File: src/motor_speed_pid_controller_defines.svh
// Assertion macros shared by the motor speed PID controller RTL.
// Each macro expects clk and arst_n in the scope that uses it.
`ifndef MOTOR_SPEED_PID_CONTROLLER_DEFINES_SVH
`define MOTOR_SPEED_PID_CONTROLLER_DEFINES_SVH

// Same-cycle implication, checked at every rising edge out of reset.
`define MSPID_ASSERT_NOW(name, ante, cons, msg) \
	name: assert property (@(posedge clk) disable iff (!arst_n) (ante) |-> (cons)) \
		else $error(msg);

// Next-cycle implication, checked at every rising edge out of reset.
`define MSPID_ASSERT_NEXT(name, ante, cons, msg) \
	name: assert property (@(posedge clk) disable iff (!arst_n) (ante) |=> (cons)) \
		else $error(msg);

`endif

File: src/mspid_pkg.sv
// Package for the motor speed PID controller: widths, limits, register map,
// controller states and the request struct of the serial multiply unit.
// No dependencies.
package mspid_pkg;

	localparam int SPEED_BITS    = 15;
	localparam int INTEGRAL_BITS = 40;

	localparam int ERR_W    = 17;
	localparam int DIFF_W   = ERR_W + 1;
	localparam int SP_W     = 10;
	localparam int DRIVE_W  = 12;
	localparam int GAIN_W   = 16;
	localparam int PERIOD_W = 16;
	localparam int STIME_W  = 8;
	localparam int GAIN_FRAC = 8;
	localparam int OUT_FRAC  = 16;

	localparam int RAW_W     = ((SPEED_BITS > ERR_W) ? SPEED_BITS : ERR_W) + 2;
	localparam int INC_W     = ERR_W + STIME_W + 1;
	localparam int SAT_W     = ((INTEGRAL_BITS > INC_W) ? INTEGRAL_BITS : INC_W) + 1;
	localparam int ITG_OP_W  = (INTEGRAL_BITS > 47) ? 48 : INTEGRAL_BITS;
	localparam int ITG_CMP_W = (INTEGRAL_BITS > 48) ? INTEGRAL_BITS : 48;
	localparam int TOT_W     = 47;
	localparam int PID_W     = TOT_W - GAIN_FRAC;
	localparam int ACC_W     = ((ITG_OP_W > PID_W) ? ITG_OP_W : PID_W) + GAIN_W + 3;
	localparam int CNT_W     = $clog2(GAIN_W);

	localparam int DATA_W  = 32;
	localparam int PADDR_W = 5;

	localparam int      ERR_MAX    = 65535;
	localparam int      ERR_MIN    = -65536;
	localparam longint  ITG_LIM    = 64'sd70368744177664;
	localparam longint  SUM_LIM    = 64'sd35184372088832;
	localparam int      TRUNC_BIAS = 255;
	localparam int      DRIVE_MAX  = 4095;

	localparam logic [DRIVE_W-1:0]  NOMINAL_DRIVE_RST = 12'd737;
	localparam logic [SP_W-1:0]     TARGET_LEVEL_RST  = 10'd20;
	localparam logic [PERIOD_W-1:0] HALF_PERIOD_RST   = 16'd1000;
	localparam logic [STIME_W-1:0]  SAMPLE_TIME_RST   = 8'd20;
	localparam logic [GAIN_W-1:0]   PGAIN_RST         = 16'd2048;
	localparam logic [GAIN_W-1:0]   IGAIN_RST         = 16'd333;
	localparam logic [GAIN_W-1:0]   DGAIN_RST         = 16'd26;
	localparam logic [GAIN_W-1:0]   OUT_SCALE_RST     = 16'd524;

	typedef enum logic [2:0] {
		REG_NOMINAL_DRIVE,
		REG_TARGET_LEVEL,
		REG_HALF_PERIOD,
		REG_SAMPLE_TIME,
		REG_PGAIN,
		REG_IGAIN,
		REG_DGAIN,
		REG_OUT_SCALE
	} reg_idx_t;

	typedef enum logic [3:0] {
		S_IDLE,
		S_ERR,
		S_INC,
		S_ACC,
		S_LOAD1,
		S_MAC1,
		S_MAC2,
		S_DRIVE
	} state_t;

	typedef struct packed {
		logic              start;
		logic [GAIN_W-1:0] gain_a;
		logic [GAIN_W-1:0] gain_b;
		logic [GAIN_W-1:0] gain_c;
	} mac_req_t;

endpackage

File: src/mspid_if.sv
// Item channels of the motor speed PID controller: speed samples in,
// drive results out. Depends on mspid_pkg.
interface mspid_speed_if;
	import mspid_pkg::*;

	logic                  valid;
	logic                  ready;
	logic [SPEED_BITS-1:0] measured_speed;

	modport source (output valid, output measured_speed, input ready);
	modport sink (input valid, input measured_speed, output ready);
endinterface

interface mspid_drive_if;
	import mspid_pkg::*;

	logic                    valid;
	logic                    ready;
	logic [DRIVE_W-1:0]      drive_value;
	logic signed [ERR_W-1:0] speed_error;
	logic [SP_W-1:0]         setpoint_now;
	logic                    reversed;

	modport source (output valid, output drive_value, output speed_error,
		output setpoint_now, output reversed, input ready);
	modport sink (input valid, input drive_value, input speed_error,
		input setpoint_now, input reversed, output ready);
endinterface

File: src/mspid_mac.sv
// Bit-serial multiply-accumulate unit: sums three signed operands, each
// times an unsigned gain, one gain bit per cycle. Depends on mspid_pkg.
`include "motor_speed_pid_controller_defines.svh"

module mspid_mac (
	input  logic                                clk,
	input  logic                                arst_n,
	input  mspid_pkg::mac_req_t                 req,
	input  logic signed [mspid_pkg::ACC_W-1:0]  op_a,
	input  logic signed [mspid_pkg::ACC_W-1:0]  op_b,
	input  logic signed [mspid_pkg::ACC_W-1:0]  op_c,
	output logic                                busy,
	output logic signed [mspid_pkg::ACC_W-1:0]  acc
);
	import mspid_pkg::*;

	localparam logic [CNT_W-1:0] CNT_LAST = CNT_W'(GAIN_W - 1);

	logic                    busy_q;
	logic [CNT_W-1:0]        cnt_q;
	logic signed [ACC_W-1:0] acc_q;
	logic signed [ACC_W-1:0] op_a_q, op_b_q, op_c_q;
	logic [GAIN_W-1:0]       gain_a_q, gain_b_q, gain_c_q;
	logic signed [ACC_W-1:0] sum_d;

	always_comb begin
		sum_d = acc_q;
		if (gain_a_q[0]) begin
			sum_d = sum_d + op_a_q;
		end
		if (gain_b_q[0]) begin
			sum_d = sum_d + op_b_q;
		end
		if (gain_c_q[0]) begin
			sum_d = sum_d + op_c_q;
		end
	end

	always_ff @(posedge clk or negedge arst_n) begin
		if (!arst_n) begin
			busy_q <= 1'b0;
			cnt_q  <= '0;
		end else if (req.start) begin
			busy_q <= 1'b1;
			cnt_q  <= '0;
		end else if (busy_q) begin
			cnt_q <= cnt_q + 1'b1;
			if (cnt_q == CNT_LAST) begin
				busy_q <= 1'b0;
			end
		end
	end

	always_ff @(posedge clk) begin
		if (req.start) begin
			acc_q    <= '0;
			op_a_q   <= op_a;
			op_b_q   <= op_b;
			op_c_q   <= op_c;
			gain_a_q <= req.gain_a;
			gain_b_q <= req.gain_b;
			gain_c_q <= req.gain_c;
		end else if (busy_q) begin
			acc_q    <= sum_d;
			op_a_q   <= op_a_q <<< 1;
			op_b_q   <= op_b_q <<< 1;
			op_c_q   <= op_c_q <<< 1;
			gain_a_q <= gain_a_q >> 1;
			gain_b_q <= gain_b_q >> 1;
			gain_c_q <= gain_c_q >> 1;
		end
	end

	assign busy = busy_q;
	assign acc  = acc_q;

	`MSPID_ASSERT_NEXT(a_start_busy, req.start, busy_q, "mac not busy after start")
	`MSPID_ASSERT_NEXT(a_last_step, busy_q && !req.start && cnt_q == CNT_LAST, !busy_q,
		"mac runs past the last gain bit")
	`MSPID_ASSERT_NEXT(a_acc_hold, !busy_q && !req.start, $stable(acc_q),
		"mac result moved while idle")

endmodule

File: src/motor_speed_pid_controller.sv
// Top level of the motor speed PID controller: configuration registers,
// setpoint square wave, error and integral path, sequencer and result register.
// Depends on mspid_pkg, mspid_if and mspid_mac.

// One speed sample per item gives one drive result. Registers sit on the APB
// port at byte address 4*i in the order nominal_drive, target_level, half_period,
// sample_time, proportional_gain, integral_gain, derivative_gain, output_scale;
// write them only while no item is in flight. After acceptance an item passes
// through the error, integral step and saturation states, then two passes of
// the bit-serial multiply-accumulate unit, each a start step and then one gain
// bit per cycle over the 16-bit gains (PID sum first, output scaling second),
// a state that sees the second pass end, the load of the result and a return
// to idle, where the next item is taken; no new sample is accepted before that
// return.
// The result register lets the next sample in while a result waits; the load
// cycle stretches while an earlier result has not been taken.
`include "motor_speed_pid_controller_defines.svh"

module motor_speed_pid_controller (
	input  logic                                clk,
	input  logic                                arst_n,
	input  logic                                psel,
	input  logic                                penable,
	input  logic                                pwrite,
	input  logic [mspid_pkg::PADDR_W-1:0]       paddr,
	input  logic [mspid_pkg::DATA_W-1:0]        pwdata,
	output logic [mspid_pkg::DATA_W-1:0]        prdata,
	output logic                                pready,
	mspid_speed_if.sink                         speed_ch,
	mspid_drive_if.source                       drive_ch
);
	import mspid_pkg::*;

	localparam logic signed [SAT_W-1:0] IMAX_S =
		{{(SAT_W - INTEGRAL_BITS + 1){1'b0}}, {(INTEGRAL_BITS - 1){1'b1}}};
	localparam logic signed [SAT_W-1:0] IMIN_S =
		{{(SAT_W - INTEGRAL_BITS + 1){1'b1}}, {(INTEGRAL_BITS - 1){1'b0}}};
	localparam int HI_W = ACC_W + 1 - OUT_FRAC;

	logic [DRIVE_W-1:0]  nominal_drive_q;
	logic [SP_W-1:0]     target_level_q;
	logic [PERIOD_W-1:0] half_period_q;
	logic [STIME_W-1:0]  sample_time_q;
	logic [GAIN_W-1:0]   pgain_q, igain_q, dgain_q, out_scale_q;

	state_t state_q, state_d;

	logic [PERIOD_W-1:0]             period_count_q;
	logic                            phase_q;
	logic signed [INTEGRAL_BITS-1:0] integ_q;
	logic signed [ERR_W-1:0]         prev_err_q;
	logic [DRIVE_W-1:0]              last_drive_q;

	logic [SPEED_BITS-1:0]   speed_q;
	logic [SP_W-1:0]         setpoint_q;
	logic                    rev_q;
	logic signed [ERR_W-1:0] err_q;
	logic signed [DIFF_W-1:0] diff_q;
	logic signed [INC_W-1:0] inc_q;

	logic                    out_valid_q;
	logic [DRIVE_W-1:0]      out_drive_q;
	logic signed [ERR_W-1:0] out_err_q;
	logic [SP_W-1:0]         out_sp_q;
	logic                    out_rev_q;

	logic                    in_ready;
	logic                    in_accept;
	logic                    out_load;
	logic                    cfg_write;

	logic [PERIOD_W:0]       count_d;
	logic                    phase_d;
	logic [PERIOD_W-1:0]     period_d;

	logic [RAW_W-1:0]         sp_ext, spd_ext;
	logic signed [RAW_W-1:0]  raw_s;
	logic signed [ERR_W-1:0]  err_d;
	logic signed [DIFF_W-1:0] diff_d;
	logic signed [SAT_W-1:0]  integ_sum;
	logic signed [INTEGRAL_BITS-1:0] integ_d;
	logic signed [ITG_OP_W-1:0] itg_op;

	logic signed [TOT_W-1:0]  tot_c, tadj;
	logic signed [PID_W-1:0]  pid;
	logic signed [ACC_W:0]    val;
	logic signed [HI_W-1:0]   val_hi;
	logic [DRIVE_W-1:0]       drive_d;

	mac_req_t                 mac_req;
	logic signed [ACC_W-1:0]  mac_op_a, mac_op_b, mac_op_c;
	logic                     mac_busy;
	logic signed [ACC_W-1:0]  mac_acc;

	// configuration port
	assign pready    = 1'b1;
	assign cfg_write = psel && penable && pwrite;

	always_ff @(posedge clk or negedge arst_n) begin
		if (!arst_n) begin
			nominal_drive_q <= NOMINAL_DRIVE_RST;
			target_level_q  <= TARGET_LEVEL_RST;
			half_period_q   <= HALF_PERIOD_RST;
			sample_time_q   <= SAMPLE_TIME_RST;
			pgain_q         <= PGAIN_RST;
			igain_q         <= IGAIN_RST;
			dgain_q         <= DGAIN_RST;
			out_scale_q     <= OUT_SCALE_RST;
		end else if (cfg_write) begin
			case (reg_idx_t'(paddr[PADDR_W-1:2]))
				REG_NOMINAL_DRIVE: nominal_drive_q <= pwdata[DRIVE_W-1:0];
				REG_TARGET_LEVEL:  target_level_q  <= pwdata[SP_W-1:0];
				REG_HALF_PERIOD:   half_period_q   <= pwdata[PERIOD_W-1:0];
				REG_SAMPLE_TIME:   sample_time_q   <= pwdata[STIME_W-1:0];
				REG_PGAIN:         pgain_q         <= pwdata[GAIN_W-1:0];
				REG_IGAIN:         igain_q         <= pwdata[GAIN_W-1:0];
				REG_DGAIN:         dgain_q         <= pwdata[GAIN_W-1:0];
				REG_OUT_SCALE:     out_scale_q     <= pwdata[GAIN_W-1:0];
				default: ;
			endcase
		end
	end

	always_comb begin
		case (reg_idx_t'(paddr[PADDR_W-1:2]))
			REG_NOMINAL_DRIVE: prdata = DATA_W'(nominal_drive_q);
			REG_TARGET_LEVEL:  prdata = DATA_W'(target_level_q);
			REG_HALF_PERIOD:   prdata = DATA_W'(half_period_q);
			REG_SAMPLE_TIME:   prdata = DATA_W'(sample_time_q);
			REG_PGAIN:         prdata = DATA_W'(pgain_q);
			REG_IGAIN:         prdata = DATA_W'(igain_q);
			REG_DGAIN:         prdata = DATA_W'(dgain_q);
			REG_OUT_SCALE:     prdata = DATA_W'(out_scale_q);
			default:           prdata = '0;
		endcase
	end

	// setpoint square wave
	always_comb begin
		count_d  = {1'b0, period_count_q} + 1'b1;
		phase_d  = phase_q;
		period_d = count_d[PERIOD_W-1:0];
		if (count_d >= {1'b0, half_period_q}) begin
			phase_d  = !phase_q;
			period_d = '0;
		end
	end

	// error, derivative difference, integral step
	always_comb begin
		sp_ext  = RAW_W'(setpoint_q);
		spd_ext = RAW_W'(speed_q);
		raw_s   = rev_q ? (sp_ext + spd_ext) : (sp_ext - spd_ext);
		if (raw_s > RAW_W'(ERR_MAX)) begin
			err_d = ERR_W'(ERR_MAX);
		end else if (raw_s < RAW_W'(ERR_MIN)) begin
			err_d = ERR_W'(ERR_MIN);
		end else begin
			err_d = ERR_W'(raw_s);
		end
		diff_d = DIFF_W'(err_d) - DIFF_W'(prev_err_q);
	end

	always_comb begin
		integ_sum = SAT_W'(integ_q) + SAT_W'(inc_q);
		if (integ_sum > IMAX_S) begin
			integ_d = INTEGRAL_BITS'(IMAX_S);
		end else if (integ_sum < IMIN_S) begin
			integ_d = INTEGRAL_BITS'(IMIN_S);
		end else begin
			integ_d = INTEGRAL_BITS'(integ_sum);
		end
	end

	always_comb begin
		if (ITG_CMP_W'(integ_q) > ITG_CMP_W'(ITG_LIM)) begin
			itg_op = ITG_OP_W'(ITG_LIM);
		end else if (ITG_CMP_W'(integ_q) < ITG_CMP_W'(-ITG_LIM)) begin
			itg_op = ITG_OP_W'(-ITG_LIM);
		end else begin
			itg_op = ITG_OP_W'(integ_q);
		end
	end

	// PID sum: saturate, then truncate toward zero
	always_comb begin
		if (mac_acc > ACC_W'(SUM_LIM)) begin
			tot_c = TOT_W'(SUM_LIM);
		end else if (mac_acc < ACC_W'(-SUM_LIM)) begin
			tot_c = TOT_W'(-SUM_LIM);
		end else begin
			tot_c = TOT_W'(mac_acc);
		end
		tadj = tot_c[TOT_W-1] ? (tot_c + TOT_W'(TRUNC_BIAS)) : tot_c;
		pid  = PID_W'(tadj >>> GAIN_FRAC);
	end

	// drive value: base plus scaled correction, floored and saturated
	always_comb begin
		val    = (ACC_W + 1)'($signed({1'b0, nominal_drive_q, {OUT_FRAC{1'b0}}}))
			+ (ACC_W + 1)'(mac_acc);
		val_hi = HI_W'(val >>> OUT_FRAC);
		if (val_hi < 0) begin
			drive_d = '0;
		end else if (val_hi > HI_W'(DRIVE_MAX)) begin
			drive_d = DRIVE_W'(DRIVE_MAX);
		end else begin
			drive_d = DRIVE_W'(val_hi);
		end
	end

	// sequencer: next state
	always_comb begin
		state_d = state_q;
		case (state_q)
			S_IDLE: begin
				if (speed_ch.valid) begin
					state_d = S_ERR;
				end
			end
			S_ERR:   state_d = S_INC;
			S_INC:   state_d = S_ACC;
			S_ACC:   state_d = S_LOAD1;
			S_LOAD1: state_d = S_MAC1;
			S_MAC1: begin
				if (!mac_busy) begin
					state_d = S_MAC2;
				end
			end
			S_MAC2: begin
				if (!mac_busy) begin
					state_d = S_DRIVE;
				end
			end
			S_DRIVE: begin
				if (!out_valid_q || drive_ch.ready) begin
					state_d = S_IDLE;
				end
			end
			default: state_d = S_IDLE;
		endcase
	end

	// sequencer: outputs
	always_comb begin
		in_ready       = 1'b0;
		out_load       = 1'b0;
		mac_req.start  = 1'b0;
		mac_req.gain_a = out_scale_q;
		mac_req.gain_b = '0;
		mac_req.gain_c = '0;
		mac_op_a       = ACC_W'(pid);
		mac_op_b       = '0;
		mac_op_c       = '0;
		case (state_q)
			S_IDLE: in_ready = 1'b1;
			S_LOAD1: begin
				mac_req.start  = 1'b1;
				mac_req.gain_a = pgain_q;
				mac_req.gain_b = dgain_q;
				mac_req.gain_c = igain_q;
				mac_op_a       = ACC_W'(err_q);
				mac_op_b       = ACC_W'(diff_q);
				mac_op_c       = ACC_W'(itg_op);
			end
			S_MAC1:  mac_req.start = !mac_busy;
			S_DRIVE: out_load = !out_valid_q || drive_ch.ready;
			default: ;
		endcase
	end

	assign speed_ch.ready = in_ready;
	assign in_accept      = speed_ch.valid && in_ready;

	mspid_mac u_mac (
		.clk    (clk),
		.arst_n (arst_n),
		.req    (mac_req),
		.op_a   (mac_op_a),
		.op_b   (mac_op_b),
		.op_c   (mac_op_c),
		.busy   (mac_busy),
		.acc    (mac_acc)
	);

	always_ff @(posedge clk or negedge arst_n) begin
		if (!arst_n) begin
			state_q        <= S_IDLE;
			period_count_q <= '0;
			phase_q        <= 1'b0;
			integ_q        <= '0;
			prev_err_q     <= '0;
			last_drive_q   <= NOMINAL_DRIVE_RST;
			out_valid_q    <= 1'b0;
		end else begin
			state_q <= state_d;
			if (in_accept) begin
				period_count_q <= period_d;
				phase_q        <= phase_d;
			end
			if (state_q == S_ERR) begin
				prev_err_q <= err_d;
			end
			if (state_q == S_ACC) begin
				integ_q <= integ_d;
			end
			if (out_load) begin
				last_drive_q <= drive_d;
				out_valid_q  <= 1'b1;
			end else if (drive_ch.ready) begin
				out_valid_q <= 1'b0;
			end
		end
	end

	always_ff @(posedge clk) begin
		if (in_accept) begin
			speed_q    <= speed_ch.measured_speed;
			setpoint_q <= phase_d ? '0 : target_level_q;
			rev_q      <= last_drive_q < nominal_drive_q;
		end
		if (state_q == S_ERR) begin
			err_q  <= err_d;
			diff_q <= diff_d;
		end
		if (state_q == S_INC) begin
			inc_q <= INC_W'(err_q) * INC_W'($signed({1'b0, sample_time_q}));
		end
		if (out_load) begin
			out_drive_q <= drive_d;
			out_err_q   <= err_q;
			out_sp_q    <= setpoint_q;
			out_rev_q   <= rev_q;
		end
	end

	assign drive_ch.valid        = out_valid_q;
	assign drive_ch.drive_value  = out_drive_q;
	assign drive_ch.speed_error  = out_err_q;
	assign drive_ch.setpoint_now = out_sp_q;
	assign drive_ch.reversed     = out_rev_q;

	`MSPID_ASSERT_NEXT(a_accept_err, in_accept, state_q == S_ERR,
		"accepted item did not start the error step")
	`MSPID_ASSERT_NOW(a_mac_in_pass, mac_busy, state_q == S_MAC1 || state_q == S_MAC2,
		"multiply unit busy outside a multiply pass")
	`MSPID_ASSERT_NEXT(a_last_drive, out_load, last_drive_q == drive_ch.drive_value,
		"stored drive differs from the delivered item")

endmodule
File: src/flat_wrapper.sv
// flat-port wrapper written by rule: the top's interface ports become plain ports
module motor_speed_pid_controller_flat import mspid_pkg::*;
  (clk, arst_n, psel, penable, pwrite, paddr, pwdata, prdata, pready, speed_ch_valid, speed_ch_measured_speed, speed_ch_ready, drive_ch_valid, drive_ch_drive_value, drive_ch_speed_error, drive_ch_setpoint_now, drive_ch_reversed, drive_ch_ready);
  mspid_speed_if speed_ch_i ();
  mspid_drive_if drive_ch_i ();
  input  logic clk;
  input  logic arst_n;
  input  logic psel;
  input  logic penable;
  input  logic pwrite;
  input  logic [mspid_pkg::PADDR_W-1:0] paddr;
  input  logic [mspid_pkg::DATA_W-1:0] pwdata;
  output logic [mspid_pkg::DATA_W-1:0] prdata;
  output logic pready;
  input wire logic [$bits(speed_ch_i.valid)-1:0] speed_ch_valid;
  input wire logic [$bits(speed_ch_i.measured_speed)-1:0] speed_ch_measured_speed;
  output wire logic [$bits(speed_ch_i.ready)-1:0] speed_ch_ready;
  output wire logic [$bits(drive_ch_i.valid)-1:0] drive_ch_valid;
  output wire logic [$bits(drive_ch_i.drive_value)-1:0] drive_ch_drive_value;
  output wire logic [$bits(drive_ch_i.speed_error)-1:0] drive_ch_speed_error;
  output wire logic [$bits(drive_ch_i.setpoint_now)-1:0] drive_ch_setpoint_now;
  output wire logic [$bits(drive_ch_i.reversed)-1:0] drive_ch_reversed;
  input wire logic [$bits(drive_ch_i.ready)-1:0] drive_ch_ready;
  assign speed_ch_i.valid = speed_ch_valid;
  assign speed_ch_i.measured_speed = speed_ch_measured_speed;
  assign speed_ch_ready = speed_ch_i.ready;
  assign drive_ch_valid = drive_ch_i.valid;
  assign drive_ch_drive_value = drive_ch_i.drive_value;
  assign drive_ch_speed_error = drive_ch_i.speed_error;
  assign drive_ch_setpoint_now = drive_ch_i.setpoint_now;
  assign drive_ch_reversed = drive_ch_i.reversed;
  assign drive_ch_i.ready = drive_ch_ready;
  motor_speed_pid_controller u_core (.clk(clk), .arst_n(arst_n), .psel(psel), .penable(penable), .pwrite(pwrite), .paddr(paddr), .pwdata(pwdata), .prdata(prdata), .pready(pready), .speed_ch(speed_ch_i), .drive_ch(drive_ch_i));
endmodule
File: config.mk
export PLATFORM = sky130hd
export DESIGN_NAME = motor_speed_pid_controller_flat
export DESIGN_NICKNAME = d
export VERILOG_FILES = /design/src/mspid_pkg.sv /design/src/mspid_if.sv /design/src/mspid_mac.sv /design/src/motor_speed_pid_controller.sv /design/src/flat_wrapper.sv
export VERILOG_INCLUDE_DIRS = /design/src /design/src/src
export SDC_FILE = /design/constraint.sdc
export NUM_CORES = 2
export LEC_CHECK = 0
export ABC_AREA = 1
export BUFFER_PORTS_ARGS = -buffer_cell sky130_fd_sc_hd__buf_2
export CORE_UTILIZATION = 36
export CTS_BUF_LIST = sky130_fd_sc_hd__clkbuf_16
export CTS_CLUSTER_DIAMETER = 60
export CTS_CLUSTER_SIZE = 20
export DETAILED_ROUTE_END_ITERATION = 8
export MAX_ROUTING_LAYER = met4
export PLACE_DENSITY = 0.54
export SYNTH_ARGS = -nofsm -noshare
export SYNTH_HDL_FRONTEND = slang
export SYNTH_SLANG_ARGS = --single-unit
export TNS_END_PERCENT = 20
File: constraint.sdc
create_clock -name clk -period 8 [get_ports clk]
set_input_delay 1.6 -clock clk [delete_from_list [all_inputs] [get_ports clk]]
set_output_delay 1.6 -clock clk [all_outputs]
set_load 0.02 [all_outputs]
# == After elaboration in Yosys (flattened, before gate mapping) ==
# Cells that the tools add are included.
# op_classes
add_sub_neg,11
n_mul,1
order_cmp,12
n_eq_ne,19
mux,49
n_reduce_logical,20
# ops
cell,count
$mux 59,12
$pmux 32 s8,1
$add 59x59->59,3
$mux 40,4
$mux 47,3
$mux 16,7
$add 29x59->60,1
$gt 59x47->1 const B,1
$lt 59x46->1 const B,1
$gt 40x48->1 const B,1
$mux 48,1
$add 47x9->47 const B,1
$lt 40x47->1 const B,1
$gt 44x13->1 const B,1
$lt 44x1->1 const B,1
$add 40x26->41,1
$gt 41x40->1 const B,1
$lt 41x40->1 const B,1
$mux 17,2
$pmux 4 s8,1
$mul 17x9->26,1
$mux 12,2
$mux 4,6
$gt 19x17->1 const B,1
28 further kinds,57
# totals
register_bits,617
input_bits,59
out_inout_bits,75
elab_cells,146

# == Logic depth before layout (Yosys ltp) ==
# depth
word_depth,7
mapped_depth,46
mapped_depth_nobuf,46

# == By module ==
# From an unflattened synthesis, not the netlist that was laid out.
# hier_totals
hier_cells,8074
area_unflattened_um2,55294.3
# modules_own_cells
mod,instances,cells_per_inst,area_each_um2,seq_area_each_um2
motor_speed_pid_controller,1,3759,28023.1,8858.5
mspid_mac,1,4315,27271.2,8062.7

# == Least setup slack after synthesis ==
# OpenSTA, ideal clock, no wires.
# synth_timing
path_type,register to register
start,reg u_core.state_q[2]
end,"reg u_core.u_mac.gain_a_q[0], enable pin"
setup_ps,677
t_arrival_ps,7182
required_time_ps,7323
slack_ps,140
path_stages_with_launch,7
path_buffers,2
synth_period_minus_slack_ps,7860
cell_sequence,dfrtp_1 -> clkbuf_1 -> inv_1 -> nor2_1 -> nor2_1 -> inv_1 -> clkbuf_1
# synth_between
elab_chain_len,3
elab_cells_between_ends,4
cone_classes,eq/ne (2); mux (1); reduce/logical (1)
# synth_lines
item,line,text
"start, declared",motor_speed_pid_controller.sv:46,"state_t state_q, state_d;"
"start signal, assigned",motor_speed_pid_controller.sv:296,state_q <= state_d;
$eq 4x3->1,motor_speed_pid_controller.sv:255,case (state_q)
$pmux 1 s2 (*),motor_speed_pid_controller.sv:255,
$reduce_bool 2->1 (no line) (*),n/a,
"end signal, assigned",mspid_mac.sv:60,gain_a_q <= req.gain_a;
"end signal, assigned",mspid_mac.sv:68,gain_a_q <= gain_a_q >> 1;
"end, declared",mspid_mac.sv:23,"logic [GAIN_W-1:0] gain_a_q, gain_b_q, gain_c_q;"
# Mark *: on every way between the ends. The rest lies on a longest branch, timed or not.
# A chain may end at the register's enable or synchronous reset.

# == Worst setup path in the final report ==
# layout_timing
start,reg u_core.u_mac.op_a_q[0]
end,reg u_core.u_mac.acc_q[54] (netlist: u_core.u_mac.acc[54])
# layout_between
elab_chain_len,6
# layout_lines
item,line,text
"start, declared",mspid_mac.sv:22,"logic signed [ACC_W-1:0] op_a_q, op_b_q, op_c_q;"
"start signal, assigned",mspid_mac.sv:57,op_a_q <= op_a;
"start signal, assigned",mspid_mac.sv:65,op_a_q <= op_a_q <<< 1;
$add 59x59->59 (*),mspid_mac.sv:29,sum_d = sum_d + op_a_q;
$mux 59 (*),mspid_mac.sv:28,if (gain_a_q[0]) begin
$add 59x59->59,mspid_mac.sv:32,sum_d = sum_d + op_b_q;
$mux 59 (*),mspid_mac.sv:31,if (gain_b_q[0]) begin
$add 59x59->59,mspid_mac.sv:35,sum_d = sum_d + op_c_q;
$mux 59 (*),mspid_mac.sv:34,if (gain_c_q[0]) begin
"end signal, assigned",mspid_mac.sv:64,acc_q <= sum_d;
"end, declared",mspid_mac.sv:21,logic signed [ACC_W-1:0] acc_q;
# Marked as above.

==> out/results.tsv <==
metric	value	unit
status	complete, no violations	
Max Cap Violations	0	
gr usage total	27.8	%
global route overflow	0	
Hold Vio Cnt, Final	0	
nets	7998	
Hold Buf Count CTS	0	
post-CTS sizing	0	
Post-synth EDFFs	352	
worst slew pin tran	1.14	ns
Starting Density	36.3	%
clk root buf	clkbuf_16	
Setup Buffers After CTS	0	
Reg-to-Reg Start	u_core.u_mac.op_a_q[0]$_SDFFCE_PN0P_	
area of the core	146000	sq um
first-pass GRT wire length	302	mm
Slew Viols, Final	0	
I/O Buffers	98	
synth top area cells	edfxtp_1, nand2_1, ha_1	
Fmax	0.133	GHz
num rows	140	
Worst setup SP type	register	
Critical Setup Path Class	register to register	
yosys warns	0	
fin crit share	93.7	%
final setup fails	0	
total number of vias	49900	
Post-Route Setup TNS	0	ns
skew final	0.0537	ns
met2 wire len	92.4	mm
Post-synth top flop	edfxtp_1	
drt pass-1 iters	7	
met1 wire length	92.8	mm
vias in the first global route	47400	
worst hold start	u_core.last_drive_q[9]$_DFFE_PN1P_	
CP max stage delay	0.45	ns
RSZ-0062 raised after global routing	no	
Avg Cell Area, Syn	7.15	sq um
CP max stage cell	fa_1	
most common cell after layout, fill and taps aside	nand2_1	
total wire length	202	mm
die height	386	um
Die ar.	149000	sq um
DRT antenna net count	0	
CP max FO	6	
hold endpoint	u_core.last_drive_q[9]$_DFFE_PN1P_	
clock sink total	616	
max_slew headroom	24.0	%
Die W	386	um
number of H-tree levels	3	
post-DR wirelength/cell	21.4	um
DRC violations left	0	
layout cell share with drive strength beyond 1	6.88	%
cell depth of the worst hold path	2	
top-area cell type share of the netlist area	20.0	%
synthesized area	53000	sq um
sequential fraction of the synthesis area	32.0	%
FF-to-FF setup slack	0.50	ns
min Tclk post-route	7.50	ns
Placer Congestion	1.01	
met3 routed WL	10.5	mm
FF-to-FF End	u_core.u_mac.acc[54]$_SDFFE_PP0P_	
TritonCTS Buffers	81	
#FFs+latches synth	616	
CTS clk-pin slew, worst paths	0.07	ns
Detailed Route Iter0 Violations	4422	
fraction of registers with async set/reset	33.3	%
via/cell ratio	5.27	
pin count of the biggest net entering global routing	146	
Max Root-Sink Buffers	3	
Mapped Cells	7408	
HPWL after DPL	163	mm
CTS tree	yes	
layout overhead on the synthesized area	10.6	%
Crit. End Element	register	
CP required	8.58	ns
Arr. time, crit path	8.08	ns
worst hold path class	register to register	
io pins	134	
post-synth cell types	67	
leading area contributor after synthesis	edfxtp_1	
worst reg2reg path depth	39	
most frequent cells in the layout	nand2_1, inv_1, nor2_1, o21ai_0, a21oi_1	
CP most frequent cell	nand2_1	
worst skew pair latency	0.74	ns
DR top layer	met4	
initial antenna violation count	3	
## critical path, delay by kind of cell, from the launching register on
kind,cells,cell delay (ns)
DFF,1,0.44
adders and majority gates,4,1.49
AOI/OAI and AO/OA,5,1.20
buffers and inverters,3,0.24
and+or+nand+nor,27,3.97
## registers in the layout, summed over array words and instances, names as in the netlist, 17 cells and up
name,count
u_core.u_mac.acc,59
u_core.u_mac.op_a_q,59
u_core.u_mac.op_b_q,59
u_core.u_mac.op_c_q,59
u_core.integ_q,40
u_core.inc_q,26
u_core.diff_q,18
u_core.drive_ch.speed_error,17
u_core.err_q,17
u_core.prev_err_q,17
## routing by layer
metal / GRT usage [%] / vias to the layer above
met5: - / -
met4: 8.57 / 0
met3: 2.72 / 227
met2: 43.7 / 1506
met1: 37.5 / 23700
li1: - / 24500
## synth_stat cells, types with 12 or more instances
cell type and count:
or2_2 12, nand2_2 30, inv_1 1054, buf_6 12
a21o_1 39, dfstp_2 32, a31oi_1 49, o22ai_1 50
nand4_1 110, buf_4 26, o21a_1 27, nor2_1 865
dfxtp_1 59, nor3_1 92, nand2_1 1794, ha_1 352
o21ai_1 12, o21ai_0 543, nand3_1 399, nor2_2 25
and2_1 18, a21boi_0 17, a21oi_1 422, o211ai_1 36
dfrtp_1 173, fa_1 116, nand3b_1 27, nor4_1 16
a22o_1 53, clkbuf_1 178, edfxtp_1 352, xnor2_1 92
buf_2 21, xor2_1 137, a221oi_1 19, o21bai_1 41
## per-stage QoR
step | instance area, sq um | hold slack [ns] | utilization, % | instances | setup WS (ns)
after floorplan | 53000 | 0.424 | - | 7423 | 0.140
after global placement | 55700 | 0.464 | 38.2 | 9305 | 0.678
after detailed placement | 55700 | 0.466 | 38.2 | 9305 | 0.594
after CTS | 58500 | 0.475 | 40.2 | 9457 | 0.504
after global routing | 58500 | 0.490 | 40.2 | 9458 | 0.0431
final | 58500 | 0.473 | 40.2 | 9458 | 0.503
## area by class of cell
type	count	area (sq um)
multi-input cells	5488	30900
well taps	1917	2400
diodes	1	2.50
repair buffers	216	1410
fillers	15500	87200
clock buffers	83	2080
clock inverters	69	787
inverters	1068	4020
flip-flops and latches	616	16900
## kinds of logic after synthesis
group	count (synthesis)	synth area share, %
buffers and inverters	1319	9.87
flip-flops	616	32.0
XOR/XNOR	229	3.79
other	2	0.0142
adder cells (fa/ha/maj)	468	12.7
AND/OR/NAND/NOR	3435	27.3
AO/OA/AOI/OAI	1339	14.4
## how the worst max path moves through the flow
stage               slack, ns                                  from                                  to
floorplan                0.14         u_core.state_q[2]$_DFFE_PN0P_  u_core.u_mac.gain_a_q[0]$_DFFE_PP_
global placement         0.68  u_core.u_mac.op_a_q[0]$_SDFFCE_PN0P_   u_core.u_mac.acc[54]$_SDFFE_PP0P_
detailed placement       0.59  u_core.u_mac.op_a_q[0]$_SDFFCE_PN0P_   u_core.u_mac.acc[54]$_SDFFE_PP0P_
CTS                      0.50  u_core.u_mac.op_a_q[0]$_SDFFCE_PN0P_   u_core.u_mac.acc[54]$_SDFFE_PP0P_
global route             0.04     u_core.u_mac.acc[14]$_SDFFE_PP0P_   u_core.u_mac.acc[48]$_SDFFE_PP0P_
finish                   0.50  u_core.u_mac.op_a_q[0]$_SDFFCE_PN0P_   u_core.u_mac.acc[54]$_SDFFE_PP0P_
Power is left out: the tool's default activity adds up to more than one toggle a clock period on the data nets, which glitch-free logic cannot reach.
